`src/hw/rtl/ibma_pkg.sv`:
```
// Shared types and constants for the box association block.
// Used by ibma_cell, ibma_overlap and iou_best_match_association_core.
package ibma_pkg;

    localparam int MAX_CAMERA_BOXES = 32;
    localparam int IDX_W = $clog2(MAX_CAMERA_BOXES);
    localparam int CNT_W = $clog2(MAX_CAMERA_BOXES + 1);
    localparam int OUT_IDX_W = 5;
    localparam int AREA_W = 24;
    localparam int UNION_W = 25;
    localparam int THR_W = 16;
    localparam int IN_TDATA_W = 64;
    localparam int OUT_TDATA_W = 16;

    localparam logic [1:0] OP_LOAD = 2'd0;
    localparam logic [1:0] OP_MATCH = 2'd1;
    localparam logic [1:0] OP_REPORT = 2'd2;

    localparam logic [2:0] COLOR_UNKNOWN = 3'd5;
    localparam logic [7:0] CLASS_MAX = 8'd4;
    localparam logic [THR_W-1:0] THR_RESET = 16'd32768;

    localparam logic KIND_MATCH = 1'b0;
    localparam logic KIND_LISTING = 1'b1;

    typedef struct packed {
        logic signed [12:0] left;
        logic signed [12:0] top;
        logic [11:0]        width;
        logic [11:0]        height;
        logic [7:0]         cls;
        logic               has_cls;
    } ibma_box_t;

    // One overlap candidate leaving the overlap unit.
    typedef struct packed {
        logic                 valid;
        logic [AREA_W-1:0]    inter;
        logic [UNION_W-1:0]   uni;
        logic [IDX_W-1:0]     idx;
        logic [7:0]           cls;
        logic                 has_cls;
    } ibma_cand_t;

    typedef struct packed {
        logic                 kind;
        logic [2:0]           color;
        logic                 found;
        logic [OUT_IDX_W-1:0] best_index;
        logic [OUT_IDX_W-1:0] unmatched_index;
        logic                 list_empty;
        logic                 last;
    } ibma_result_t;

endpackage

```
`src/hw/rtl/ibma_overlap.sv`:
```
// Three-stage overlap unit: intersection extents, areas, then union.
// Depends on ibma_pkg for the box and candidate types.
module ibma_overlap (
    input  logic                          clk,
    input  logic                          rst_n,
    input  logic                          act,
    input  logic [ibma_pkg::IDX_W-1:0]    idx,
    input  ibma_pkg::ibma_box_t           probe,
    input  logic [ibma_pkg::AREA_W-1:0]   probe_area,
    input  ibma_pkg::ibma_box_t           entry,
    output ibma_pkg::ibma_cand_t          cand
);

    function automatic logic [ibma_pkg::UNION_W-1:0] UNION_W_SUM(
        input logic [ibma_pkg::AREA_W-1:0] a,
        input logic [ibma_pkg::AREA_W-1:0] b
    );
        UNION_W_SUM = {1'b0, a} + {1'b0, b};
    endfunction

    logic signed [13:0] pl, pr, pt, pb, el, er, et, eb;
    logic signed [13:0] x1, x2, y1, y2, dx, dy;
    logic overlap;

    logic a_valid_reg;
    logic [11:0] a_iw_reg, a_ih_reg, a_bw_reg, a_bh_reg;
    logic [ibma_pkg::IDX_W-1:0] a_idx_reg, b_idx_reg;
    logic [7:0] a_cls_reg, b_cls_reg;
    logic a_has_reg, b_has_reg;

    logic b_valid_reg;
    logic [ibma_pkg::AREA_W-1:0] b_inter_reg, b_area_reg;

    ibma_pkg::ibma_cand_t c_reg;
    ibma_pkg::ibma_cand_t c_next;

    always_comb
    begin
        pl = 14'(probe.left);
        pt = 14'(probe.top);
        pr = pl + $signed({2'b00, probe.width});
        pb = pt + $signed({2'b00, probe.height});
        el = 14'(entry.left);
        et = 14'(entry.top);
        er = el + $signed({2'b00, entry.width});
        eb = et + $signed({2'b00, entry.height});
        x1 = (pl > el) ? pl : el;
        y1 = (pt > et) ? pt : et;
        x2 = (pr < er) ? pr : er;
        y2 = (pb < eb) ? pb : eb;
        dx = x2 - x1;
        dy = y2 - y1;
        overlap = (x2 > x1) && (y2 > y1);
    end

    always_ff @(posedge clk or negedge rst_n)
    begin
        if (!rst_n)
        begin
            a_valid_reg <= 1'b0;
            b_valid_reg <= 1'b0;
            c_reg <= '0;
        end
        else
        begin
            a_valid_reg <= act && overlap;
            b_valid_reg <= a_valid_reg;
            c_reg <= c_next;
        end
    end

    // Only boxes with a non-empty intersection are marked valid, so a valid candidate's inter is never zero.
    always_ff @(posedge clk)
    begin
        a_iw_reg <= dx[11:0];
        a_ih_reg <= dy[11:0];
        a_bw_reg <= entry.width;
        a_bh_reg <= entry.height;
        a_idx_reg <= idx;
        a_cls_reg <= entry.cls;
        a_has_reg <= entry.has_cls;
        b_inter_reg <= a_iw_reg * a_ih_reg;
        b_area_reg <= a_bw_reg * a_bh_reg;
        b_idx_reg <= a_idx_reg;
        b_cls_reg <= a_cls_reg;
        b_has_reg <= a_has_reg;
    end

    always_comb
    begin
        c_next.valid = b_valid_reg;
        c_next.inter = b_inter_reg;
        c_next.uni = UNION_W_SUM(probe_area, b_area_reg) - {1'b0, b_inter_reg};
        c_next.idx = b_idx_reg;
        c_next.cls = b_cls_reg;
        c_next.has_cls = b_has_reg;
    end

    assign cand = c_reg;

endmodule

```
`config.mk`:
```
export PLATFORM = sky130hd
export DESIGN_NAME = ibma_overlap
export DESIGN_NICKNAME = d
export VERILOG_FILES = /design/src/hw/rtl/ibma_pkg.sv /design/src/hw/rtl/ibma_overlap.sv
export SDC_FILE = /design/constraint.sdc
export NUM_CORES = 1
export LEC_CHECK = 0
export BUFFER_PORTS_ARGS = -buffer_cell sky130_fd_sc_hd__buf_2
export CAP_MARGIN = 30
export CORE_ASPECT_RATIO = 0.5
export CORE_MARGIN = 2
export CORE_UTILIZATION = 60
export DETAILED_ROUTE_END_ITERATION = 10
export PLACE_DENSITY_LB_ADDON = 0.25
export SYNTH_ARGS = -nofsm -noshare
export SYNTH_HDL_FRONTEND = slang
export SYNTH_SLANG_ARGS = --single-unit
```
`constraint.sdc`:
```
create_clock -name clk -period 6.7 [get_ports clk]
set_input_delay 2.01 -clock clk [delete_from_list [all_inputs] [get_ports clk]]
set_output_delay 2.01 -clock clk [all_outputs]
set_load 0.03 [all_outputs]
```
==> run summary, run 1 <==
========================================================================================
End of the worst register-to-register path                                  b_area_reg[23]$_DFF_P_
Total number of vias                                                               16600
Number of fill cells                                                                2316
Global-route layer with the greatest usage                                          met2
H-tree depth reported by CTS                                                           4
Number of buffer cells added on primary ports                                        204
Clock Sink Count                                                                     190
Worst-case setup slack after placement                                          -1230 ps
Fraction of the cycle the final worst path needs                                    111%
Post-synth net total                                                                2859
Total Routed Length                                                              50.4 mm
Setup total negative slack                                                      -6000 ps
Final Max Slew Viols                                                                   0
Gate count of the mapped netlist                                                    2204
Net total in the final layout                                                       3300
Width of the die                                                                  264 µm
Multi-input gate area in the final layout                                      14900 µm²
Met1 track demand over resource in global routing                                  39.8%
Outcome                                                                     finished with violations
Top flip-flop cell by instance count after synthesis                        sky130_fd_sc_hd__dfxtp_1
Via density per instance                                                            5.35
Highest-count cells in the layout ignoring fill and taps                    sky130_fd_sc_hd__inv_1, sky130_fd_sc_hd__buf_4, sky130_fd_sc_hd__ha_1
Vias in the first global route                                                     17000
Final worst clock skew                                                           8.52 ps
Row cnt                                                                               47
Final hold violations                                                                  0
Effective utilization at floorplan                                                 61.1%
Worst setup slack for register-to-register paths                                  710 ps
Type of origin of the critical path                                         primary input
Clock period minus worst slack                                                   7460 ps
Register area                                                                   4130 µm²
Critical Path Max Stage Delay                                                     350 ps
HPWL after detailed placement                                                    40.7 mm
Final core area utilization                                                        75.4%
Routability-driven placement congestion ratio                                      0.950
EDFF count, synth                                                                      0
Clk Latency, worst-skew pair                                                      460 ps
TritonCTS clock tree                                                                 yes
Length in cells of the worst reg-to-reg path                                          18
Die height                                                                        134 µm
Total congestion overflow                                                              0
RSZ-0062 raised after global routing                                                true
Violations in the final reports                                             setup timing
Routed wirelength normalized by instance count                                   16.3 µm
Tightest Pin Transition                                                           849 ps
Wire length of the first global-routing pass                                     83.0 mm
Post-synthesis sequential area ratio                                               20.4%
Max clock buf depth                                                                    2
Hold Crit Endpoint                                                          cand[10]$_DFF_PN0_
Most frequent standard cell in the layout excluding fill and tap cells      sky130_fd_sc_hd__inv_1
Placeable Area                                                                 33100 µm²
Hold-fix buffer count after cts                                                        0
Number of remaining DRC errors                                                         0
Cell depth of the worst hold path                                                      0
Average instance area after synthesis                                           9.18 µm²
Launch instance of the worst register-to-register path                      a_bw_reg[7]$_DFF_P_
Met3 layer usage reported by global route                                          6.79%
Crit path max fanout                                                                   4
Crit path setup slack, layout                                                    -764 ps
Non-Filler Cell Area, Final                                                    25000 µm²
Placement Cell Area                                                            23600 µm²
Top-Level Pins                                                                       214
Largest register FFs                                                                  64
Largest net degree at the start of global routing                                     67
Final setup violation count                                                           16
Violation count after the first detailed-route iteration                            1078
Slew HR                                                                            43.4%
Die Outline Area                                                               35300 µm²
Max_cap viols                                                                          0
Routing usage on met2                                                              48.6%
Hold crit path type                                                           reg -> reg
Fraction of registers with async set/reset                                         34.7%
Share of cells above drive strength 1                                              23.9%
Root Buffer                                                                 sky130_fd_sc_hd__clkbuf_16
Leading area contributor after synthesis                                    sky130_fd_sc_hd__fa_1
Netlist cell types                                                                    73
Worst-path clk slew                                                                70 ps
Number of synthesis warnings                                                           0
Critical-path cell with the highest stage delay                             sky130_fd_sc_hd__fa_2
Post-Synthesis Cell Area                                                       20200 µm²
Number of search-and-repair iterations in the first detailed-routing pass              5
Yosys top cell area share                                                          22.8%
Worst min-delay path startpoint                                             b_idx_reg[1]$_DFF_P_
Seq cells post-synth                                                                 190
Path type of the worst setup path                                              in -> reg
Req. time, crit path                                                             7020 ps
GRT Overall Usage                                                                  29.6%
Remaining antenna violation count after routing                                        0
Initial antenna violation count                                                        3
Fmax achieved                                                                    134 MHz
Crit. End Element                                                                   flop
Area growth from synthesis to final layout                                         23.4%
Most area-consuming cells after synthesis                                   sky130_fd_sc_hd__fa_1, sky130_fd_sc_hd__ha_1, sky130_fd_sc_hd__dfxtp_1, sky130_fd_sc_hd__dfrtp_1, sky130_fd_sc_hd__inv_1
TritonCTS buffer count                                                                17
CP Data Arrival Time                                                             7780 ps
========================================================================================
worst max-delay path, delay by kind of cell:
kind                     cells  cell delay (ps)
adder cells (fa/ha/maj)      5             1290
AND/OR/NAND/NOR              7              550
XOR/XNOR                     1              270
buffers and inverters        4              390
AO/OA/AOI/OAI               15             3030
multiplexers                 1              230
layer usage:
metal / share of wire, % / vias to the layer above
met1: 44 / 7981
met2: 46 / 602
met4: 1.8 / 2
met5: 0.026 / -
li1: - / 7949
met3: 8.4 / 66
what timing repair did:
item,CTS,global route
gates resized for setup,54,48
setup endpoints to repair,17,20
setup buffers,34,11
pin swaps,54,51
synth_stat cells (49+ instances only):
cell and count:
sky130_fd_sc_hd__nor2_1 84, sky130_fd_sc_hd__dfrtp_1 66, sky130_fd_sc_hd__nand2_1 244, sky130_fd_sc_hd__clkbuf_1 49, sky130_fd_sc_hd__o21ai_0 62, sky130_fd_sc_hd__inv_1 419, sky130_fd_sc_hd__xnor2_1 80, sky130_fd_sc_hd__ha_1 275
sky130_fd_sc_hd__and2_1 107, sky130_fd_sc_hd__dfxtp_1 124, sky130_fd_sc_hd__a21oi_1 83, sky130_fd_sc_hd__fa_1 230
cell type report:
| type | count | area share (%) |
|---|---|---|
| repair buffers | 479 | 12.7 |
| clock buffers | 17 | 1.70 |
| clock inverters | 15 | 0.847 |
| multi-input cells | 1538 | 59.7 |
| diodes | 1 | 0.0100 |
| well taps | 441 | 2.21 |
| flip-flops and latches | 190 | 16.6 |
| inverters | 419 | 6.31 |
stage by stage:
step                      hold WS (ps)  instances
after floorplan                    310       2204
after global placement             311       3037
after detailed placement           312       3037
after CTS                          329       3096
after global routing               333       3099
final                              328       3100
cells by family after synthesis:
kind of cell	synth area share (%)
AND/OR/NAND/NOR	13.3
adder cells (fa/ha/maj)	39.8
buffers and inverters	8.90
AO/OA/AOI/OAI	10.5
flip-flops	20.4
XOR/XNOR	4.63
multiplexers	2.48
how the worst max path moves through the flow:
stage	cells past startpoint	slack, ps	start	to
finish	33	-760	entry[34]	a_valid_reg$_DFF_PN0_
global route	34	-950	probe[33]	a_valid_reg$_DFF_PN0_
CTS	34	-570	probe[33]	a_valid_reg$_DFF_PN0_
detailed placement	33	-1230	entry[9]	a_valid_reg$_DFF_PN0_
global placement	33	-1120	entry[9]	a_valid_reg$_DFF_PN0_
floorplan	33	-580	probe[21]	a_valid_reg$_DFF_PN0_
Power of run 1 is not shown: default switching activity piles up to over one toggle a cycle in this logic, so the estimate is an artifact.
==> run 2, diff against run 1 <==
--- a/config.mk
+++ b/config.mk
@@ -11,6 +11,7 @@
 export CORE_MARGIN = 2
 export CORE_UTILIZATION = 60
 export DETAILED_ROUTE_END_ITERATION = 10
+export MAX_ROUTING_LAYER = met4
 export PLACE_DENSITY_LB_ADDON = 0.25
 export SYNTH_ARGS = -nofsm -noshare
 export SYNTH_HDL_FRONTEND = slang
==> run summary, run 2 (same netlist as run 1, synthesis figures left out) <==
========================================================================================
Outcome                                                                     finished with violations
Violations in the final reports                                             setup timing
Path type of the worst setup path                                              in -> reg
Wire length of the first global-routing pass                                     82.4 mm   -0.73%
Root Buffer                                                                 sky130_fd_sc_hd__clkbuf_16
Kind of cell with the highest combined delay on the critical path           compound AO/OA/AOI/OAI gates
Most frequent standard cell in the layout excluding fill and tap cells      sky130_fd_sc_hd__inv_1
Total congestion overflow                                                              0   unchanged
Net total in the final layout                                                       3309   +0.27%
Area growth from synthesis to final layout                                         23.5%   about the same
Width of the die                                                                  264 µm   unchanged
Crit. End Element                                                                   flop
Max_cap viols                                                                          0   unchanged
Type of origin of the critical path                                         primary input
Clock Sink Count                                                                     190   unchanged
Routability-driven placement congestion ratio                                      0.956   +0.68%
TritonCTS clock tree                                                                 yes
Total Routed Length                                                              51.3 mm   +1.6%
Share of cells above drive strength 1                                              24.0%   +0.14 points
Number of search-and-repair iterations in the first detailed-routing pass              7   +2
Remaining antenna violation count after routing                                        0   unchanged
Tightest Pin Transition                                                           844 ps   -4.69 ps
Max clock buf depth                                                                    2   unchanged
Die Outline Area                                                               35300 µm²   unchanged
Hold crit path type                                                           reg -> reg
CP Data Arrival Time                                                             7860 ps   +80 ps
Final setup violation count                                                           16   unchanged
TritonCTS buffer count                                                                17   unchanged
Vias in the first global route                                                     17000   -0.029%
Initial antenna violation count                                                        3   unchanged
Placement Cell Area                                                            23700 µm²   +0.22%
Number of buffer and inverter stages on the critical path                              4   unchanged
Number of remaining DRC errors                                                         0   unchanged
Final core area utilization                                                        75.4%   about the same
Clock period minus worst slack                                                   7550 ps   +83.2 ps
Number of buffer cells added on primary ports                                        204   unchanged
Slew HR                                                                            43.7%   +0.31 points
Top-Level Pins                                                                       214   unchanged
Final Max Slew Viols                                                                   0   unchanged
Highest-count cells in the layout ignoring fill and taps                    sky130_fd_sc_hd__inv_1, sky130_fd_sc_hd__buf_4, sky130_fd_sc_hd__ha_1
Placeable Area                                                                 33100 µm²   unchanged
Final hold violations                                                                  0   unchanged
Worst-path clk slew                                                                80 ps   about the same
Critical Path Max Stage Delay                                                     350 ps   about the same
HPWL after detailed placement                                                    40.8 mm   +0.40%
Non-Filler Cell Area, Final                                                    25000 µm²   about the same
Row cnt                                                                               47   unchanged
Fraction of the cycle the final worst path needs                                    113%   +1.2 points
Worst-case setup slack after placement                                          -1290 ps   -60.2 ps
Largest net degree at the start of global routing                                     67   unchanged
Crit path setup slack, layout                                                    -848 ps   -83.2 ps
Critical-path cell with the highest stage delay                             sky130_fd_sc_hd__fa_2
Req. time, crit path                                                             7010 ps   about the same
Clk Latency, worst-skew pair                                                      460 ps   about the same
Violation count after the first detailed-route iteration                            1005   -6.8%
Crit path max fanout                                                                   3   -1
RSZ-0062 raised after global routing                                                true
Largest register FFs                                                                  64   unchanged
Die height                                                                        134 µm   unchanged
Final worst clock skew                                                           16.0 ps   +7.45 ps
H-tree depth reported by CTS                                                           4   unchanged
Via density per instance                                                            5.37   +0.20%
Total number of vias                                                               16700   +0.58%
Fmax achieved                                                                    132 MHz   -1.1%
Effective utilization at floorplan                                                 61.1%   unchanged
Routed wirelength normalized by instance count                                   16.5 µm   +1.3%
GRT Overall Usage                                                                  30.2%   +0.63 points
========================================================================================
run 2: repair_timing:
| action | in CTS | in global routing |
|---|---|---|
| hold buffers | 0 | 0 |
| setup endpoints to repair | 17 | 21 |
| pin swaps | 47 | 45 |
| gates resized for setup | 45 | 45 |
| setup buffers | 32 | 18 |
| hold endpoints to repair | 0 | 0 |
run 2: final cells by class:
type	instances	area [µm²]
multi-input combinational	1538	14800
clock buffer	17	425
inverter	419	1570
timing repair buffer	488	3230
antenna	4	10.0
sequential	190	4130
tap	441	552
fill	2288	8130
clock inverter	15	211
run 2: worst register-to-register path, stage by stage, from the launching register on:
cell	delay (ps)
sky130_fd_sc_hd__dfxtp_1	690
sky130_fd_sc_hd__nand2_1	180
sky130_fd_sc_hd__fa_1	560
sky130_fd_sc_hd__inv_1	60
sky130_fd_sc_hd__fa_1	500
sky130_fd_sc_hd__inv_1	50
sky130_fd_sc_hd__fa_1	530
sky130_fd_sc_hd__inv_1	50
sky130_fd_sc_hd__fa_1	490
sky130_fd_sc_hd__fa_1	420
sky130_fd_sc_hd__ha_1	370
sky130_fd_sc_hd__a21oi_1	200
sky130_fd_sc_hd__nand3_1	110
sky130_fd_sc_hd__o211ai_1	240
sky130_fd_sc_hd__a21oi_1	140
sky130_fd_sc_hd__o41ai_1	560
sky130_fd_sc_hd__o2111ai_1	210
sky130_fd_sc_hd__a21oi_1	200
sky130_fd_sc_hd__xnor2_1	270
run 2: routing by layer:
metal | global-route usage [%] | vias to the layer above | wire length, µm
li1 | - | 7972 | -
met2 | 48.2 | 618 | 23300
met4 | 8.54 | 0 | 1250
met1 | 39.6 | 8008 | 22900
met5 | - | - | 0
met3 | 5.98 | 99 | 3840
run 2: per-stage QoR:
stage	instances	TNS, ps	hold slack (ps)
after floorplan	2204	-3740	310
after global placement	3044	-13620	310
after detailed placement	3044	-16550	313
after CTS	3099	-4270	327
after global routing	3111	-11230	332
final	3112	-6100	324
run 2: path summary, 6_finish.rpt:
kind,startpoint,slack [ps],depth (start not counted),to
max in group asynchronous,rst_n,4480,1,cand[63]$_DFF_PN0_
worst max-delay path,probe[33],-850,34,a_valid_reg$_DFF_PN0_
worst min register to register,b_cls_reg[6]$_DFF_P_,320,0,cand[7]$_DFF_PN0_
worst max register to register,a_bw_reg[6]$_DFF_P_,710,18,b_area_reg[23]$_DFF_P_
min in group asynchronous,rst_n,1630,1,cand[41]$_DFF_PN0_
worst min-delay path,b_cls_reg[6]$_DFF_P_,320,0,cand[7]$_DFF_PN0_
Power of run 2 is left out for the same reason.
