`src/hw/rtl/ibma_pkg.sv`:
```
// Shared types and constants for the box association block.
// Used by ibma_cell, ibma_overlap and iou_best_match_association_core.
package ibma_pkg;

    localparam int MAX_CAMERA_BOXES = 32;
    localparam int IDX_W = $clog2(MAX_CAMERA_BOXES);
    localparam int CNT_W = $clog2(MAX_CAMERA_BOXES + 1);
    localparam int OUT_IDX_W = 5;
    localparam int AREA_W = 24;
    localparam int UNION_W = 25;
    localparam int THR_W = 16;
    localparam int IN_TDATA_W = 64;
    localparam int OUT_TDATA_W = 16;

    localparam logic [1:0] OP_LOAD = 2'd0;
    localparam logic [1:0] OP_MATCH = 2'd1;
    localparam logic [1:0] OP_REPORT = 2'd2;

    localparam logic [2:0] COLOR_UNKNOWN = 3'd5;
    localparam logic [7:0] CLASS_MAX = 8'd4;
    localparam logic [THR_W-1:0] THR_RESET = 16'd32768;

    localparam logic KIND_MATCH = 1'b0;
    localparam logic KIND_LISTING = 1'b1;

    typedef struct packed {
        logic signed [12:0] left;
        logic signed [12:0] top;
        logic [11:0]        width;
        logic [11:0]        height;
        logic [7:0]         cls;
        logic               has_cls;
    } ibma_box_t;

    // One overlap candidate leaving the overlap unit.
    typedef struct packed {
        logic                 valid;
        logic [AREA_W-1:0]    inter;
        logic [UNION_W-1:0]   uni;
        logic [IDX_W-1:0]     idx;
        logic [7:0]           cls;
        logic                 has_cls;
    } ibma_cand_t;

    typedef struct packed {
        logic                 kind;
        logic [2:0]           color;
        logic                 found;
        logic [OUT_IDX_W-1:0] best_index;
        logic [OUT_IDX_W-1:0] unmatched_index;
        logic                 list_empty;
        logic                 last;
    } ibma_result_t;

endpackage

```
`src/hw/rtl/ibma_cell.sv`:
```
// One table cell of the rotating camera box ring.
// Depends on ibma_pkg for the box type.
module ibma_cell (
    input  logic              clk,
    input  logic              rst_n,
    input  logic              shift_en,
    input  logic              load_en,
    input  ibma_pkg::ibma_box_t load_box,
    input  logic              set_match,
    input  logic              clear_match,
    input  ibma_pkg::ibma_box_t nbr_box,
    input  logic              nbr_matched,
    output ibma_pkg::ibma_box_t box,
    output logic              matched
);

    ibma_pkg::ibma_box_t box_reg;
    logic matched_reg;

    always_ff @(posedge clk)
    begin
        if (shift_en)
        begin
            box_reg <= nbr_box;
        end
        else if (load_en)
        begin
            box_reg <= load_box;
        end
    end

    always_ff @(posedge clk or negedge rst_n)
    begin
        if (!rst_n)
        begin
            matched_reg <= 1'b0;
        end
        else if (shift_en)
        begin
            matched_reg <= nbr_matched;
        end
        else if (load_en || clear_match)
        begin
            matched_reg <= 1'b0;
        end
        else if (set_match)
        begin
            matched_reg <= 1'b1;
        end
    end

    assign box = box_reg;
    assign matched = matched_reg;

endmodule

```
`config.mk`:
```
export PLATFORM = sky130hd
export DESIGN_NAME = ibma_cell
export DESIGN_NICKNAME = d
export VERILOG_FILES = /design/src/hw/rtl/ibma_pkg.sv /design/src/hw/rtl/ibma_cell.sv
export SDC_FILE = /design/constraint.sdc
export NUM_CORES = 1
export LEC_CHECK = 0
export BUFFER_PORTS_ARGS = -buffer_cell sky130_fd_sc_hd__buf_2
export CAP_MARGIN = 15
export CORE_ASPECT_RATIO = 0.7
export CORE_MARGIN = 2
export CORE_UTILIZATION = 38
export CTS_BUF_LIST = sky130_fd_sc_hd__clkbuf_8
export DETAILED_ROUTE_END_ITERATION = 8
export HOLD_SLACK_MARGIN = 0.08
export PLACE_DENSITY = 0.76
export SYNTH_ARGS = -nofsm -noshare
export SYNTH_HDL_FRONTEND = slang
export SYNTH_SLANG_ARGS = --single-unit
```
`constraint.sdc`:
```
create_clock -name clk -period 0.8 [get_ports clk]
set_input_delay 0.08 -clock clk [delete_from_list [all_inputs] [get_ports clk]]
set_output_delay 0.08 -clock clk [all_outputs]
set_load 0.1 [all_outputs]
```
==> results.md, run 1 <==
* Comb pwr share at 41.2%
* GR Overflow Total at 0
* Int Power at 6.97 mW
* Failing checks: setup timing
* Switching Fraction at 38.1%
* Buf/Inv on CP at 1
* DP Wirelength at 5.47 mm
* Post-synthesis sequential area ratio at 69.9%
* Detailed-route wire length at 6.89 mm
* Status: complete, but fails checks
* H-Tree Depth at 3
* Worst setup EP type: output pin
* Clk pin slew, worst setup/hold paths at 0.07 ns
* Clock Tree Buf Depth at 2
* Initial antenna violation count at 1
* Switch Pwr at 4.29 mW
* DR WL/cell at 16.2 µm
* Rows at 25
* Period utilisation layout at 130%
* Slowest Stage Delay on Critical Path at 0.43 ns
* First-pass GRT wire length at 10.1 mm
* Post-CTS Setup Repair Bufs at 0
* Synth warn at 0
* Fraction of layout cells with a size suffix above 1 at just under 80%
* CP arrival at 0.96 ns
* Die span in x at 102 µm
* RSZ-0062 raised after global routing: yes
* Vias per cell at 4.48
* Die height at roughly 73 µm
* Max_cap viols at 0
* Final worst slack at -0.236 ns
* First drt pass iteration count at 4
* Skew final at 0 ns
* PwrDens at 2380 mW/mm²
* Hold buffer count at CTS at 5
* Clock root buffer: clkbuf_8
* Leakage at 2.05 nW
* Post-route ant nets at 0
* Fin. max-slew vios at 0
* Layout area overhead at 84.2%
* WP data required at around 0.72 ns
* Post-Syn Instances at 130
* Post-layout util at 71.4%
* Synth unique cells at 8
* Final Cell Area at 0.00473 mm²
* Cell Chain, Critical Path: buf_12
* Min-Delay Path Class: in -> reg
* Tot GR Track Use at 18.7%
* Max reg flops at 59
* CTS tree: done
* Max Clock Freq at approximately 970 MHz
* CP top delay family: flip-flops
* Part of the power in registers at 36.9%
* I/O Buffers at 184
* Ranking of synthesized cells by area: edfxtp_1, mux2_2, buf_6
* Register bit total from synthesis at 60
* Register area at about 0.0018 mm²
* Core area at 0.00663 mm²
* Mean cell area of the mapped netlist at 19.8 µm²
* Ports at ~190
* Post-synth net total at between 200 and 300
* Final Critical Period at 1.04 ns
* Kind of critical path: reg -> out
* Worst-Margin Slew at 0.191 ns
* Clk network pwr share at a little over a fifth
* Final #Nets at 452
* Crit-path slowest cell: edfxtp_1
* Largest net degree at the start of global routing at 35
* Dominant cell type by area after synthesis: edfxtp_1
* Hold_ws at between 0.04 and 0.05 ns
* Post-Syn Area at 0.00257 mm²
* Placed cell area at 0.00451 mm²
* Worst-path maximum fanout at 1
* Sink Count at 60
* Rel. slew slack at 87.2%
* Total Neg Setup Slack at -12.78 ns
* Maximum vdd drop at 1.07 mV
* DRC viols at 0
* DR vias at ~1900
* Area of the multi-input gates at between 600 and 700 µm²
* Vias in the first global route at 2031
* CP startpoint kind: flip-flop
* Total CTS buffers at 9
* Synth top area share at 69.0%
* Initial Utilization at between 30 and 40%
* Fillers at about 440
* DRT iter0 DRCs at 55
* Final setup fails at 60
* Final hold vios at 0
* Gp weighted congestion at between 0.7 and 0.8
* Worst-Skew Late Latency at 0.32 ns
* Full die area at 0.00744 mm²
-- power groups by stage --
stage          clock, mW  sequential, mW  combinational [mW]
4_1_cts             2.54            4.16                4.67
5_1_grt             2.68            4.19                4.75
3_5_place_dp           0            4.23                4.65
3_3_place_gp           0            4.21                4.60
2_1_floorplan          0            6.52               0.381
6_report            2.46            4.16                4.64
-- kinds of logic after synthesis --
group           count (synthesis)  synth area share (%)
flops                          60                  69.9
mux                            59                  25.9
buf+inv                         7                  3.07
simple gates                    3                 0.633
compound gates                  1                 0.487
-- per-layer routing --
layer  wire length (µm)  track usage [%]  vias up
met2               3590             31.6      114
li1                   -                -      902
met3                643             9.77       15
met5                  0                0        -
met1               2490             20.1      875
met4                165             7.11        0
-- area by class of cell --
class | count | share of cell area [%]
Timing Repair Buffer | 193 | 41.2
Clock inverter | 5 | 0.952
Tap cell | 94 | 2.49
Sequential cell | 60 | 38.0
Clock buffer | 9 | 2.62
Antenna cell | 1 | 0.0529
Multi-Input combinational cell | 63 | 14.6
-- Yosys cell counts (all sizes together) --
library cell  count
o31ai             1
nor2              1
nand2             1
mux2             59
buf               7
edfxtp           59
dfrtp             1
or2               1
-- final timing paths --
check,cells past startpoint,slack (ns),startpoint,endpoint
max in group asynchronous,3,0.10,rst_n,matched
worst min-delay path,2,0.05,nbr_box[54],box[54]
worst max register to register,2,0.05,matched,matched
min in group asynchronous,3,0.58,rst_n,matched
worst min register to register,2,0.66,matched,matched
worst max-delay path,1,-0.24,box[5],box[5]
-- stage by stage --
step	total power, mW	std cells	setup slack, ns
finish	11.3	425	-0.236
global route	11.6	424	-0.280
global placement	8.80	405	-0.267
floorplan	6.90	130	-0.267
CTS	11.4	424	-0.262
detailed placement	8.88	405	-0.295
-- cell usage in the layout, fill, tap and decap left out --
cell,netlist,routed
edfxtp_1,59,59
mux2_2,59,59
buf_2,0,124
or2_4,1,1
buf_12,0,64
dlygate4sd3_1,0,5
clkbuf_8,0,9
o31ai_2,1,1
diode_2,0,1
nand2_1,1,1
dfrtp_2,0,1
nor2_1,1,1
bufinv_16,0,1
clkinv_1,0,4
-- what timing repair did --
action,CTS,global route
gates resized for setup,0,0
gates cloned,0,0
endpoints found under the hold margin,61,58
setup endpoints to repair,60,60
(Power assumes the default switching activity.)
==> run 2: changes to the inputs <==
==> constraint.sdc (replaced) <==
create_clock -name clk -period 0.8 [get_ports clk]
set_input_delay 0.08 -clock clk [delete_from_list [all_inputs] [get_ports clk]]
set_output_delay 0.08 -clock clk [all_outputs]
set_load 0.02 [all_outputs]
==> results.md, run 2 (synthesized netlist as in run 1, its figures left out) <==
* Switching Fraction at 26.5% (-12 points)
* Leakage at 1.84 nW (-10%)
* Crit-path slowest cell: edfxtp_1
* H-Tree Depth at 3 (unchanged)
* Int Power at 5.93 mW (-15%)
* Initial antenna violation count at 0 (-1)
* Final worst slack at -0.165 ns (+0.0712 ns)
* Switch Pwr at 2.13 mW (-50%)
* Min-Delay Path Class: in -> reg
* Slowest Stage Delay on Critical Path at 0.40 ns (-0.03 ns)
* Final hold vios at 0 (unchanged)
* Largest net degree at the start of global routing at 30 (-14%)
* Post-route ant nets at 0 (unchanged)
* Clock root buffer: clkbuf_8
* Tot GR Track Use at 16.6% (-2.0 points)
* Total CTS buffers at 9 (unchanged)
* Clk network pwr share at 27.8% (+5.9 points)
* DRC viols at 0 (unchanged)
* Clock Tree Buf Depth at 2 (unchanged)
* Max reg flops at 59 (unchanged)
* Maximum vdd drop at 1.07 mV (about the same)
* Worst-Skew Late Latency at 0.33 ns (about the same)
* # diodes at 0 (-1)
* Part of the power in registers at 49.5% (+13 points)
* Detailed-route wire length at 6.47 mm (-6.1%)
* Initial Utilization at 38.7% (unchanged)
* Comb pwr share at 22.7% (-19 points)
* Final setup fails at 60 (unchanged)
* Clk pin slew, worst setup/hold paths at 0.07 ns (about the same)
* Commonest cells after routing, fill and taps aside: buf_2, mux2_2, edfxtp_1, buf_6, clkbuf_8
* Setup WS pre-CTS at -0.300 ns (-0.00507 ns)
* Period utilisation layout at 121% (-8.9 points)
* Kind of critical path: reg -> out
* Most common library cell in the layout ignoring fill and taps: buf_2
* I/O Buffers at 184 (unchanged)
* Final #Nets at 455 (+0.66%)
* Gp weighted congestion at 0.717 (-9.3%)
* Layout area overhead at 60.3%
* Rows at 25 (unchanged)
* GR Overflow Total at 0 (unchanged)
* DRT iter0 DRCs at 58 (+5.5%)
* CTS tree: done
* DR vias at 1900 (-0.31%)
* DP Wirelength at 4.75 mm (-13%)
* Hold buffer count at CTS at 5 (unchanged)
* Max Clock Freq at 1040 MHz (+7.4%)
* Failing checks: setup timing
* WP data required at 0.72 ns (about the same)
* DR WL/cell at 15.1 µm (-7.0%)
* Sink Count at 60 (unchanged)
* Status: complete, but fails checks
* First drt pass iteration count at 4 (unchanged)
* Vias per cell at 4.43 (-1.2%)
* Placed cell area at 0.00363 mm² (-20%)
* CP arrival at 0.88 ns (-0.08 ns)
* Core area at 0.00663 mm² (unchanged)
* Vias in the first global route at 1866 (-8.1%)
* First-pass GRT wire length at 9.15 mm (-9.5%)
* Full die area at 0.00744 mm² (unchanged)
* Register area at 0.00180 mm² (about the same)
* RSZ-0062 raised after global routing: yes
* Buf/Inv on CP at 1 (unchanged)
* Hold_ws at 0.0445 ns (-0.00352 ns)
* Cell Chain, Critical Path: buf_6
* Worst-path maximum fanout at 1 (unchanged)
* Skew final at 0 ns (unchanged)
* CP startpoint kind: flip-flop
* PwrDens at 1960 mW/mm² (-18%)
* Die span in x at 102 µm (unchanged)
* Die height at 72.8 µm (unchanged)
* Ports at 185 (unchanged)
* Fraction of layout cells with a size suffix above 1 at 79.4% (+0.62 points)
* Fillers at 532 (+21%)
* Worst setup EP type: output pin
* Worst-Margin Slew at 0.169 ns (-0.0217 ns)
* Max_cap viols at 0 (unchanged)
* Final Critical Period at 0.965 ns (-0.0712 ns)
* Area of the multi-input gates at 693 µm² (unchanged)
* Rel. slew slack at 88.7% (+1.5 points)
* Power after layout at 8.06 mW (-28%)
* Final Cell Area at 0.00412 mm² (-13%)
* CP top delay family: flip-flops
* Fin. max-slew vios at 0 (unchanged)
* Setup slack, reg-to-reg at 0.11 ns (+0.06 ns)
==> run 2: final timing paths <==
check | start | to | cells past startpoint
max | box[16] | box[16] | 1
min | load_box[47] | box[47] | 2
max reg2reg | matched | matched | 2
min reg2reg | matched | matched | 2
max in group asynchronous | rst_n | matched | 3
min in group asynchronous | rst_n | matched | 3
==> run 2: final cells by class <==
| cell class | instances | share of cell area, % |
|---|---|---|
| Tap cell | 94 | 2.86 |
| Multi-Input combinational cell | 63 | 16.8 |
| Timing Repair Buffer | 196 | 32.8 |
| Clock inverter | 7 | 0.881 |
| Sequential cell | 60 | 43.6 |
| Clock buffer | 9 | 3.01 |
==> run 2: metal layers <==
metal	routed length (µm)	vias to the layer above	share of wire, %	track usage (%)
met5	0	-	0	0
met2	3420	97	53	28.6
met4	110	0	1.7	6.67
met1	2360	882	36	18.5
met3	576	11	8.9	6.90
li1	-	910	-	-
==> run 2: per-stage QoR <==
stage / setup TNS (ns) / std cells / utilization [%]
CTS: -9.52 / 429 / 58.8
detailed placement: -25.80 / 408 / 54.8
floorplan: -20.72 / 130 / -
global placement: -24.01 / 408 / 54.8
finish: -8.25 / 429 / 62.1
global route: -11.01 / 429 / 62.1
==> run 2: power groups by stage <==
stage	clock [mW]	combinational, mW	sequential, mW
final	2.24	1.83	3.99
after global routing	2.47	1.93	4.03
after CTS	2.33	1.62	3.94
after detailed placement	0	1.54	3.99
after global placement	0	1.51	3.98
after floorplan	0	0.381	4.47
==> run 2: what timing repair did <==
action | 4_1_cts | 5_1_grt
buffers inserted | 0 | 0
hold endpoints to repair | 61 | 59
setup endpoints to repair | 60 | 60
gates resized for setup | 18 | 70
==> run 3: changes to the inputs <==
--- a/config.mk
+++ b/config.mk
@@ -9,7 +9,7 @@
 export CAP_MARGIN = 15
 export CORE_ASPECT_RATIO = 0.7
 export CORE_MARGIN = 2
-export CORE_UTILIZATION = 38
+export CORE_UTILIZATION = 40
 export CTS_BUF_LIST = sky130_fd_sc_hd__clkbuf_8
 export DETAILED_ROUTE_END_ITERATION = 8
 export HOLD_SLACK_MARGIN = 0.08
==> constraint.sdc (replaced) <==
create_clock -name clk -period 0.9 [get_ports clk]
set_input_delay 0.09 -clock clk [delete_from_list [all_inputs] [get_ports clk]]
set_output_delay 0.09 -clock clk [all_outputs]
set_load 0.02 [all_outputs]
==> results.md, run 3 <==
* Status: stopped before the end
* Register bit total from synthesis at 60 (unchanged)
* Post-cts gate resize count at 26 (+8)
* Ranking of synthesized cells by area: edfxtp_1, mux2_2, buf_6
* Dominant cell type by area after synthesis: edfxtp_1
* Post-Syn Instances at 130 (unchanged)
* Synth top area share at 69.0% (unchanged)
* Stopped at: clock tree synthesis (4_1_cts)
* Post-Syn Area at 0.00257 mm² (unchanged)
* Post-synthesis sequential area ratio at 69.9% (unchanged)
* Initial Utilization at 41.3% (+2.6 points)
* Synth top cells by count: edfxtp_1, mux2_2, buf_6
* Post-synth net total at 255 (unchanged)
* H-Tree Depth at 3 (unchanged)
* Mean cell area of the mapped netlist at 19.8 µm² (unchanged)
* Gp weighted congestion at 0.830 (+16%)
* Ys async rst share at 1.67% (unchanged)
* EDFF count, synth at 59 (unchanged)
* Die height at 71.0 µm (-2.4%)
* Err: [ERROR RSZ-0060] Max buffer count reached.
* Hold buffer count at CTS at 101 (+96)
* Rows at 24 (-4.0%)
* Clock root buffer: clkbuf_8
* Ports at 185 (unchanged)
* Main synth FF type: edfxtp_1
* Clock Tree Buf Depth at 2 (unchanged)
* Synth warn at 0 (unchanged)
* Sink Count at 60 (unchanged)
* DP Wirelength at 4.84 mm (+1.9%)
* Post-Place Cells at 391 (-4.2%)
* Synth unique cells at 8 (unchanged)
* I/O Buffers at 184 (unchanged)
* Total CTS buffers at 9 (unchanged)
* Die span in x at 99.8 µm (-2.4%)
* Post-CTS Setup Repair Bufs at 0 (unchanged)
-- run 3: cell counts after synthesis --
No cell type changed its count.
-- run 3: metrics by stage --
stage	hold slack, ns	instance area [µm²]	worst slack, ns
after floorplan	-0.206	2580	-0.177
after global placement	-0.135	3600	-0.200
after detailed placement	-0.135	3600	-0.223
-- run 3: cells by family after synthesis --
group | after synthesis | share of synthesized area, %
buffers and inverters | 7 | 3.07
and+or+nand+nor | 3 | 0.633
AOI/OAI and AO/OA | 1 | 0.487
muxes | 59 | 25.9
DFF | 60 | 69.9
==> run 4: changes to the inputs <==
==> config.mk (replaced) <==
export PLATFORM = sky130hd
export DESIGN_NAME = ibma_cell
export DESIGN_NICKNAME = d
export VERILOG_FILES = /design/src/hw/rtl/ibma_pkg.sv /design/src/hw/rtl/ibma_cell.sv
export SDC_FILE = /design/constraint.sdc
export NUM_CORES = 1
export LEC_CHECK = 0
export BUFFER_PORTS_ARGS = -buffer_cell sky130_fd_sc_hd__buf_2
export CAP_MARGIN = 15
export CORE_MARGIN = 2
export CORE_UTILIZATION = 25
export DETAILED_ROUTE_END_ITERATION = 8
export PLACE_DENSITY_LB_ADDON = 0.15
export SYNTH_ARGS = -nofsm -noshare
export SYNTH_HDL_FRONTEND = slang
export SYNTH_SLANG_ARGS = --single-unit
==> results.md, run 4 (synthesized netlist as in run 1, its figures left out) <==
* GR Overflow Total at 0
* Setup slack, reg-to-reg at 0.21 ns
* Total Neg Setup Slack at -2.57 ns
* CP startpoint kind: flip-flop
* DR WL/cell at 13.5 µm
* Post-route ant nets at 0
* Hold_ws at between 0.05 and 0.06 ns
* Power after layout at approximately 7.2 mW
* CTS tree: done
* Fraction of layout cells with a size suffix above 1 at 79.6%
* Stages on the worst setup path at 1
* Int Power at 5.33 mW
* Max_cap viols at 0
* Cell Chain, Critical Path: buf_2
* Final Critical Period at 0.972 ns
* RSZ-0062 raised after global routing: yes
* Skew final at 0 ns
* I/O Buffers at 184 (unchanged)
* Max reg flops at 59
* Gp weighted congestion at 0.683 (-18%)
* Rows at 37 (+54%)
* Comb pwr share at about 22%
* Rel. slew slack at 83.9%
* Detailed-route wire length at 6.34 mm
* Sink Count at 60 (unchanged)
* Clock Tree Buf Depth at 2 (unchanged)
* Layout area overhead at 60.1%
* Worst-path maximum fanout at 1
* # diodes at 0
* Buf/Inv on CP at 1
* Placed cell area at 0.00368 mm² (+2.2%)
* Largest net degree at the start of global routing at 43
* Final Cell Area at 0.00411 mm²
* Post-layout util at 40.6%
* CP arrival at 0.88 ns
* Finished Layout Cells at 469
* Full die area at 0.0111 mm²
* Kind of critical path: reg -> out
* Commonest cells after routing, fill and taps aside: buf_2, mux2_2, edfxtp_1, buf_6, clkbuf_8
* Worst reg2reg path startpoint: matched
* Status: complete, but fails checks
* DR vias at about 1900
* PwrDens at 1750 mW/mm²
* Post-CTS Setup Repair Bufs at 0 (unchanged)
* DRT iter0 DRCs at between 100 and 150
* Part of the power in registers at approximately half
* Worst setup EP type: output pin
* First-pass GRT wire length at 9.65 mm
* Vias in the first global route at 1996
* Die height at 105 µm (+48%)
* Leakage at 1.81 nW
* Initial Utilization at 25.3% (-16 points)
* Crit. Startpoint: box[32]
* Clk network pwr share at 28.8%
* Final worst slack at -0.0724 ns
* Clock root buffer: clkbuf_8
* Core area at around 0.01 mm²
* Setup WS pre-CTS at -0.261 ns (-0.0381 ns)
* Die span in x at 105 µm (+5.6%)
* Vias per cell at 4.04
* Switching Fraction at roughly 26%
* Worst-Skew Late Latency at 0.33 ns
* Slowest Stage Delay on Critical Path at 0.38 ns
* Crit-path slowest cell: edfxtp_1
* Reg2reg end: matched
* Failing checks: setup timing
* Min-Delay Path Class: in -> async
* Initial antenna violation count at 0
* Final #Nets at 453
* Maximum vdd drop at 0.838 mV
* Final setup fails at 60
* Fin. max-slew vios at 0
* Final hold vios at 0
* First drt pass iteration count at 3
* CP top delay family: flip-flops
* Setup crit end: box[32]
* Ports at 185 (unchanged)
* DP Wirelength at 4.70 mm (-2.9%)
* Switch Pwr at 1.86 mW
* Worst-Margin Slew at 0.241 ns
* DRC viols at 0
* WP data required at 0.81 ns
* Most common library cell in the layout ignoring fill and taps: buf_2
* Tot GR Track Use at between 10% and 20%
* Post-Place Cells at 450 (+15%)
* Clk pin slew, worst setup/hold paths at 0.07 ns
* Worst-case reg-to-reg path depth at 2
* Total CTS buffers at 9 (unchanged)
* Period utilisation layout at 108%
* Max Clock Freq at 1030 MHz
* H-Tree Depth at 3 (unchanged)
-- run 4: power by group through the flow --
stage | Clock, mW | Combinational [mW] | Sequential [mW]
floorplan | 0 | 0.339 | 3.97
global placement | 0 | 1.38 | 3.55
detailed placement | 0 | 1.37 | 3.55
CTS | 2.16 | 1.48 | 3.52
global route | 2.29 | 1.69 | 3.57
finish | 2.07 | 1.57 | 3.54
-- run 4: area by class of cell --
cell class,instances,area (µm²)
clock buffer,13,149
clock inverter,3,15.0
fill,944,6030
multi-input combinational,63,693
sequential,60,1800
tap,136,170
timing repair buffer,194,1290
-- run 4: timing repair --
item | in CTS | in global routing
gates resized for setup | 32 | 43
hold buffers | 3 | 0
setup endpoints to repair | 60 | 60
endpoints found under the hold margin | 2 | 0
-- run 4: worst min-delay path by stage --
stage / from / end / slack, ns / depth (start not counted)
after global placement: rst_n / matched / -0.13 / 1
after detailed placement: rst_n / matched / -0.13 / 1
after floorplan: rst_n / matched / -0.21 / 0
final: rst_n / matched / 0.06 / 2
after CTS: nbr_box[39] / box[39] / 0.04 / 2
after global routing: rst_n / matched / 0.03 / 2
-- run 4: per-layer routing --
layer | up-vias | global-route usage [%] | wire length, µm
met5 | - | 0 | 0
met4 | 0 | 5.52 | 124
met3 | 11 | 5.26 | 822
met2 | 132 | 17.4 | 2750
met1 | 845 | 13.4 | 2640
li1 | 905 | - | -
